==> config.mk <==
export PLATFORM = sky130hd
export DESIGN_NAME = sorted_list_pool_engine
export DESIGN_NICKNAME = d
export VERILOG_FILES = /design/src/rtl/slpe_pkg.sv /design/src/rtl/sorted_list_pool_engine.sv
export VERILOG_INCLUDE_DIRS = /design/src /design/src/rtl
export SDC_FILE = /design/constraint.sdc
export NUM_CORES = 2
export LEC_CHECK = 0
export ABC_AREA = 1
export BUFFER_PORTS_ARGS = -buffer_cell sky130_fd_sc_hd__buf_4
export CAP_MARGIN = 20
export CORE_MARGIN = 2
export CORE_UTILIZATION = 55
export CTS_BUF_LIST = sky130_fd_sc_hd__clkbuf_4 sky130_fd_sc_hd__clkbuf_8
export DETAILED_ROUTE_END_ITERATION = 12
export PLACE_DENSITY = 0.7
export SYNTH_ARGS = -nofsm -noshare
export SYNTH_HDL_FRONTEND = slang
export SYNTH_SLANG_ARGS = --single-unit
==> constraint.sdc <==
create_clock -name i_clk -period 4 [get_ports i_clk]
set_input_delay 0.4 -clock i_clk [delete_from_list [all_inputs] [get_ports i_clk]]
set_output_delay 0.4 -clock i_clk [all_outputs]
set_load 0.02 [all_outputs]
==> src/rtl/sorted_list_pool_engine_macros.svh <==
// assertion helpers for the sorted list pool engine
`ifndef SORTED_LIST_POOL_ENGINE_MACROS_SVH
`define SORTED_LIST_POOL_ENGINE_MACROS_SVH

// same-cycle implication, disabled while reset is low
`define SLPE_ASSERT_NOW(label, clk, rst_n, ante, cons, msg) \
    label: assert property (@(posedge clk) disable iff (!(rst_n)) (ante) |-> (cons)) \
        else $error(msg);

// next-cycle implication, disabled while reset is low
`define SLPE_ASSERT_NEXT(label, clk, rst_n, ante, cons, msg) \
    label: assert property (@(posedge clk) disable iff (!(rst_n)) (ante) |=> (cons)) \
        else $error(msg);

`endif

==> src/rtl/slpe_pkg.sv <==
package slpe_pkg;

    localparam int POOL_SLOTS = 32;
    localparam int VALUE_BITS = 32;

    localparam int SLOT_W  = $clog2(POOL_SLOTS);
    localparam int LINK_W  = $clog2(POOL_SLOTS + 1);
    localparam int COUNT_W = $clog2(POOL_SLOTS + 1);

    localparam logic [LINK_W-1:0] NULL_LINK = LINK_W'(POOL_SLOTS);

    localparam logic CMD_INSERT = 1'b0;
    localparam logic CMD_DELETE = 1'b1;

    typedef enum logic [1:0] {
        ST_INSERTED  = 2'd0,
        ST_DELETED   = 2'd1,
        ST_FULL      = 2'd2,
        ST_NOT_FOUND = 2'd3
    } t_status;

endpackage

==> src/rtl/sorted_list_pool_engine.sv <==
// Sorted list pool engine. Issue a command word by raising start while busy is low; the
// result word appears on o_status, o_slot and o_entry_count for one cycle with o_valid
// high and cannot be held off, so the receiver must take it in that cycle. Node values
// and links live in two synchronous memories, each with one write and one read port; a
// command walks the list one node per cycle through the read port. A command that answers
// at once (pool full, delete on an empty list) gives its word in the cycle after
// acceptance with busy staying low; an insert on an empty list passes through S_WRITE
// before its word appears. Otherwise a delete passes through S_READ and then S_CHECK
// for each node visited, and an insert does the same and then S_WRITE (and S_LINK
// when the new node is not the head, for the extra link write): a delete visits at most
// 32 nodes, and an insert at most 31, since a 32-node list leaves no free slot.
`include "sorted_list_pool_engine_macros.svh"

module sorted_list_pool_engine
    import slpe_pkg::*;
(
    input  logic        i_clk,
    input  logic        i_rst_n,
    input  logic        start,
    output logic        busy,
    input  logic        i_command,
    input  logic [31:0] i_value,
    output logic        o_valid,
    output logic [1:0]  o_status,
    output logic [4:0]  o_slot,
    output logic [5:0]  o_entry_count
);

    typedef enum logic [2:0] {
        S_IDLE,
        S_READ,
        S_CHECK,
        S_WRITE,
        S_LINK
    } t_state;

    // node memories
    logic [VALUE_BITS-1:0] r_mem_value [POOL_SLOTS];
    logic [LINK_W-1:0]     r_mem_link  [POOL_SLOTS];
    logic [VALUE_BITS-1:0] r_rd_value;
    logic [LINK_W-1:0]     r_rd_link;

    t_state                r_state, n_state;
    logic                  r_cmd, n_cmd;
    logic [VALUE_BITS-1:0] r_value, n_value;
    logic [SLOT_W-1:0]     r_fresh, n_fresh;
    logic [LINK_W-1:0]     r_prev, n_prev;
    logic [LINK_W-1:0]     r_cur, n_cur;
    logic [COUNT_W-1:0]    r_steps, n_steps;
    logic [LINK_W-1:0]     r_head, n_head;
    logic [COUNT_W-1:0]    r_total, n_total;
    logic [POOL_SLOTS-1:0] r_in_use, n_in_use;
    logic                  r_valid, n_valid;
    t_status               r_status, n_status;
    logic [SLOT_W-1:0]     r_out_slot, n_out_slot;

    logic [VALUE_BITS-1:0] w_value;
    logic                  w_any_free;
    logic [SLOT_W-1:0]     w_free_slot;
    logic                  w_link_ok;
    logic [LINK_W-1:0]     w_next_cur;
    logic                  w_last;
    logic [LINK_W-1:0]     w_rd_addr;
    logic                  w_val_we;
    logic                  w_lk_we;
    logic [LINK_W-1:0]     w_lk_addr;
    logic [LINK_W-1:0]     w_lk_data;

    assign w_value = VALUE_BITS'(i_value);

    // lowest free slot
    always_comb begin
        w_any_free  = 1'b0;
        w_free_slot = '0;
        for (int i = POOL_SLOTS - 1; i >= 0; i--) begin
            if (!r_in_use[i]) begin
                w_any_free  = 1'b1;
                w_free_slot = SLOT_W'(i);
            end
        end
    end

    assign w_link_ok  = (r_rd_link < NULL_LINK);
    assign w_next_cur = w_link_ok ? r_rd_link : NULL_LINK;
    assign w_last     = (r_steps == COUNT_W'(POOL_SLOTS - 1));

    always_comb begin
        n_state    = r_state;
        n_cmd      = r_cmd;
        n_value    = r_value;
        n_fresh    = r_fresh;
        n_prev     = r_prev;
        n_cur      = r_cur;
        n_steps    = r_steps;
        n_head     = r_head;
        n_total    = r_total;
        n_in_use   = r_in_use;
        n_valid    = 1'b0;
        n_status   = r_status;
        n_out_slot = r_out_slot;
        w_rd_addr  = r_cur;
        w_val_we   = 1'b0;
        w_lk_we    = 1'b0;
        w_lk_addr  = r_prev;
        w_lk_data  = r_cur;

        case (r_state)
            S_IDLE: begin
                if (start) begin
                    n_cmd   = i_command;
                    n_value = w_value;
                    n_fresh = w_free_slot;
                    n_prev  = NULL_LINK;
                    n_cur   = r_head;
                    n_steps = '0;
                    if (i_command == CMD_INSERT && !w_any_free) begin
                        n_valid    = 1'b1;
                        n_status   = ST_FULL;
                        n_out_slot = '0;
                    end else if (r_head >= NULL_LINK) begin
                        n_cur = NULL_LINK;
                        if (i_command == CMD_INSERT) begin
                            n_state = S_WRITE;
                        end else begin
                            n_valid    = 1'b1;
                            n_status   = ST_NOT_FOUND;
                            n_out_slot = '0;
                        end
                    end else begin
                        n_state = S_READ;
                    end
                end
            end
            S_READ: begin
                n_state = S_CHECK;
            end
            S_CHECK: begin
                if (r_cmd == CMD_INSERT && r_rd_value > r_value) begin
                    n_state = S_WRITE;
                end else if (r_cmd == CMD_DELETE && r_rd_value == r_value) begin
                    if (r_prev == NULL_LINK) begin
                        n_head = w_next_cur;
                    end else begin
                        w_lk_we   = 1'b1;
                        w_lk_addr = r_prev;
                        w_lk_data = w_next_cur;
                    end
                    n_in_use[r_cur[SLOT_W-1:0]] = 1'b0;
                    if (r_total != '0) begin
                        n_total = COUNT_W'(r_total - 1'b1);
                    end
                    n_valid    = 1'b1;
                    n_status   = ST_DELETED;
                    n_out_slot = r_cur[SLOT_W-1:0];
                    n_state    = S_IDLE;
                end else begin
                    // advance, reading the next node straight from the link
                    n_prev    = r_cur;
                    n_cur     = w_next_cur;
                    n_steps   = COUNT_W'(r_steps + 1'b1);
                    w_rd_addr = r_rd_link;
                    if (!w_link_ok || w_last) begin
                        if (r_cmd == CMD_INSERT) begin
                            n_state = S_WRITE;
                        end else begin
                            n_valid    = 1'b1;
                            n_status   = ST_NOT_FOUND;
                            n_out_slot = '0;
                            n_state    = S_IDLE;
                        end
                    end
                end
            end
            S_WRITE: begin
                w_val_we  = 1'b1;
                w_lk_we   = 1'b1;
                w_lk_addr = LINK_W'(r_fresh);
                w_lk_data = r_cur;
                if (r_prev == NULL_LINK) begin
                    n_head                = LINK_W'(r_fresh);
                    n_in_use[r_fresh]     = 1'b1;
                    n_total               = COUNT_W'(r_total + 1'b1);
                    n_valid               = 1'b1;
                    n_status              = ST_INSERTED;
                    n_out_slot            = r_fresh;
                    n_state               = S_IDLE;
                end else begin
                    n_state = S_LINK;
                end
            end
            S_LINK: begin
                w_lk_we           = 1'b1;
                w_lk_addr         = r_prev;
                w_lk_data         = LINK_W'(r_fresh);
                n_in_use[r_fresh] = 1'b1;
                n_total           = COUNT_W'(r_total + 1'b1);
                n_valid           = 1'b1;
                n_status          = ST_INSERTED;
                n_out_slot        = r_fresh;
                n_state           = S_IDLE;
            end
            default: begin
                n_state = S_IDLE;
            end
        endcase
    end

    always_ff @(posedge i_clk) begin
        if (w_val_we) begin
            r_mem_value[r_fresh] <= r_value;
        end
        r_rd_value <= r_mem_value[w_rd_addr[SLOT_W-1:0]];
    end

    always_ff @(posedge i_clk) begin
        if (w_lk_we) begin
            r_mem_link[w_lk_addr[SLOT_W-1:0]] <= w_lk_data;
        end
        r_rd_link <= r_mem_link[w_rd_addr[SLOT_W-1:0]];
    end

    always_ff @(posedge i_clk) begin
        if (!i_rst_n) begin
            r_state  <= S_IDLE;
            r_head   <= NULL_LINK;
            r_total  <= '0;
            r_in_use <= '0;
            r_valid  <= 1'b0;
        end else begin
            r_state    <= n_state;
            r_cmd      <= n_cmd;
            r_value    <= n_value;
            r_fresh    <= n_fresh;
            r_prev     <= n_prev;
            r_cur      <= n_cur;
            r_steps    <= n_steps;
            r_head     <= n_head;
            r_total    <= n_total;
            r_in_use   <= n_in_use;
            r_valid    <= n_valid;
            r_status   <= n_status;
            r_out_slot <= n_out_slot;
        end
    end

    assign busy          = (r_state != S_IDLE);
    assign o_valid       = r_valid;
    assign o_status      = r_status;
    assign o_slot        = 5'(r_out_slot);
    assign o_entry_count = 6'(r_total);

    `SLPE_ASSERT_NOW(a_count_matches_use, i_clk, i_rst_n, 1'b1, r_total == COUNT_W'($countones(r_in_use)), "node count differs from slots in use")
    `SLPE_ASSERT_NOW(a_head_matches_count, i_clk, i_rst_n, 1'b1, (r_total == '0) == (r_head == NULL_LINK), "list head disagrees with node count")
    `SLPE_ASSERT_NEXT(a_accept_progress, i_clk, i_rst_n, start && !busy, o_valid || busy, "accepted word neither answered nor in progress")
    `SLPE_ASSERT_NOW(a_result_idle, i_clk, i_rst_n, o_valid, !busy, "result word while still busy")

endmodule
==> impl_metrics.yaml <==
die:
  fp-row-count: 117
  die-area_sq_um: 105300
  die_h_um: 324.5
  io-pin-count: 51
  die_w_um: 324.5
  coreArea_sq_um: 101900
  start_util_pct: 55.45
global_route:
  antenna_found_initial: 1
  grt_max_degree: 58
  track_usage_pct: 28.28
  grt_pass1_wl_um: 223400
  grt_pass1_vias: 36450
  grt_overflow: 0
critical_path:
  endpoint_kind: "flop"
  crit_fanout: 28
  startpoint_type: "flop"
  arrival_ns: 4.64
  required_ns: 4.77
  critPathKind: "flop to flop"
final_layout:
  stdcell_area_sq_um: 65570
  fillers: 7578
  drive_gt1_share_pct: 16.87
  fin_cells: 6586
  area_growth_syn_to_layout_pct: 16.05
  nets: 5115
cts:
  clk_latency_ns: 0.89
  clock-sinks: 1365
  clk_pin_slew_ns: 0.06
  cts-root-buf: "clkbuf_8"
  numCtsBuffers: 213
  cts_tree: "done"
  htree_levels: 4
  clock_path_buffers: 3
drt:
  drtPass1Iterations: 6
  vias_per_cell: 5.843
  postRouteAntennaNets: 0
  vias: 38490
  post-route-drc-count: 0
  drt-initial-drc-count: 4957
  routed_wl_um: 151000
  wl_per_cell_um: 22.93
yosys:
  syn_area_sq_um: 56500
  yosys_warnings: 0
  syn_nets: 4794
  synth_ff_type: "edfxtp_1"
  synthAdderAreaFrac_pct: 0.8548
  synth_compound_area_share_pct: 14.17
  synth_top_family_by_area: "compound AO/OA/AOI/OAI gates"
  async_flop_share_pct: 0
  synth.avg_cell_area_sq_um: 11.97
  synthMuxAreaShare_pct: 0
  ys_seq_area_share_pct: 71.02
  synth-edff-count: 1279
  synthSimpleGateAreaFrac_pct: 7.631
  synth_cell_types: 48
  yosys_register_bits: 1365
  syn_inst: 4720
  synth-xor-area-share_pct: 0.07751
placement:
  place_area_sq_um: 60740
  dpl.hpwl_um: 83270
  place_congestion: 0.8798
  post-place-ws_ns: 0.1538
  numPlacedInstances: 6156
  port_buffers: 50
timing:
  fin_worst_skew_ns: 0.04696
  rsz0062_at_grt: "false"
  hold_viol_final: 0
  fmax_ghz: 0.2586
  period_needed_ns: 3.867
  timing.slew.headroom_pct: 33.19
  period_share_pct: 96.66
  final-setup-viol-count: 0
  setup_tns_ns: 0
  slew_violations: 0
  layout_setup_ws_ns: 0.1335
  worstMarginPinSlew_ns: 1.002
job:
  maxCapViolCount: 0
power:
  leakage_nw: 23.75
  ir_drop_mv: 0.5842
  power.density_nw_per_um2: 652.1
min_path:
  hold_path.class: "input port to flop"
run_status:
  status: "completed"
## area by class of cell
cell class | instances | area, sq um | share of cell area, %
sequential | 1365 | 40130 | 61.20
multi-input combinational | 2507 | 13190 | 20.11
timing repair buffer | 385 | 3951 | 6.026
clock buffer | 319 | 3902 | 5.952
inverter | 569 | 2158 | 3.292
tap | 1368 | 1712 | 2.610
clock inverter | 72 | 528.0 | 0.8053
antenna | 1 | 2.502 | 0.003816
## critical path, cell delays in order, from the launching register on
cell,delay [ns]
edfxtp_1,0.35
inv_1,0.07
ha_1,0.29
nand2_1,0.16
o21ai_0,0.56
a21oi_1,0.10
buf_4,0.20
o211ai_1,0.21
nand3_2,0.11
nand2_2,0.16
buf_4,0.15
o21ai_4,0.08
buf_4,0.17
buf_12,0.16
buf_12,0.17
or2_2,0.28
o211ai_1,0.08
o211ai_1,0.11
nand3_1,0.10
nand2_1,0.06
nand2_1,0.09
nand2_1,0.05
## where the power goes
group / switching (mW) / internal (mW) / leakage, nW / total, mW
logic: 8.97 / 5.08 / 9.17 / 14.0
clock network: 5.41 / 6.62 / 2.35 / 12.0
registers: 0.322 / 16.4 / 12.2 / 16.7
## path summary, 6_finish.rpt
| path | slack, ns | start | to | depth (start not counted) |
|---|---|---|---|---|
| worst min-delay path | 0.22 | i_value[9] | r_value[9] | 2 |
| worst max-delay path | 0.13 | r_value[23] | r_rd_value[10] | 21 |
| worst min register to register | 0.50 | o_entry_count[5] | o_entry_count[5] | 1 |
| worst max register to register | 0.13 | r_value[23] | r_rd_value[10] | 21 |
## synthesized netlist by cell type, types with 2 or more instances
cell type | n | share of area, %
buf_6 | 24 | 0.48
buf_1 | 7 | 0.047
o221ai_1 | 5 | 0.078
nor2_2 | 3 | 0.033
dfxtp_1 | 86 | 3.0
a221oi_1 | 2 | 0.031
o21ai_2 | 2 | 0.031
xor2_1 | 4 | 0.062
buf_2 | 113 | 1.0
or2_2 | 114 | 1.3
o211ai_1 | 154 | 2.0
o21ai_0 | 214 | 1.9
nand2_1 | 343 | 2.3
nand4_1 | 7 | 0.078
nor4_1 | 5 | 0.055
o21ai_1 | 585 | 5.2
inv_2 | 7 | 0.047
a211oi_1 | 2 | 0.027
nor2_1 | 206 | 1.4
ha_1 | 37 | 0.82
nor3_1 | 24 | 0.21
inv_1 | 561 | 3.7
clkbuf_1 | 129 | 0.86
a21oi_1 | 526 | 4.7
edfxtp_1 | 1279 | 68
a31oi_1 | 9 | 0.10
buf_4 | 6 | 0.080
nand3_1 | 246 | 2.2
## through the flow
step                      utilization, %  power (mW)  hold WS, ns
final                              64.35       42.75       0.2213
after global routing               64.35       44.81       0.1904
after CTS                          64.31       42.71       0.1479
after detailed placement           59.61       30.73       0.4806
after global placement             59.61       30.52       0.4745
after floorplan                        -       25.51       0.4825
## cells by family after synthesis
logic type      after synthesis
compound gates             1507
flops                      1365
simple gates                957
buf+inv                     848
fa+ha+maj                    38
xor+xnor                      5
## flip-flops by register name, summed over array words and instances (netlist names), 6 cells and up
register and count:
o_entry_count 6, r_steps 6, r_value 32, r_mem_value 1024, r_rd_value 32, r_rd_link 6
r_mem_link 192, r_head 6, r_in_use 32, r_prev 6, r_cur 6
## layer usage
metal | wire [um] | up-vias | global-route usage (%)
li1 | - | 17600 | -
met1 | 61140 | 18600 | 40.15
met2 | 68880 | 1966 | 43.58
met3 | 16160 | 324 | 5.655
met4 | 4832 | 0 | 10.56
met5 | 0 | - | 0
## layout by cell type (no fill, tap or decap), types with 5 or more instances in the layout
cell and n:
inv_1 557, clkinv_2 12, nand4_1 7, nor2_4 34, edfxtp_1 1279, o221ai_2 5
nand3_1 245, dfxtp_1 86, nand2_1 343, inv_8 5, a21oi_1 525, nor2_1 173
o21ai_1 584, a31oi_1 9, buf_4 272, ha_1 37, inv_6 5, nor3_1 23
clkbuf_8 241, o211ai_1 154, clkinv_1 44, inv_2 7, dlygate4sd3_1 36, or2_2 114
bufinv_16 6, o21ai_0 212, buf_12 76, clkbuf_4 78, o21ai_4 5
## repair_timing
item,CTS,global route
endpoints found under the hold margin,80,0
setup buffers,0,2
setup endpoints to repair,0,83
resized for setup,0,4
hold buffers,36,0
No activity file was read; power rests on OpenSTA's default activity.
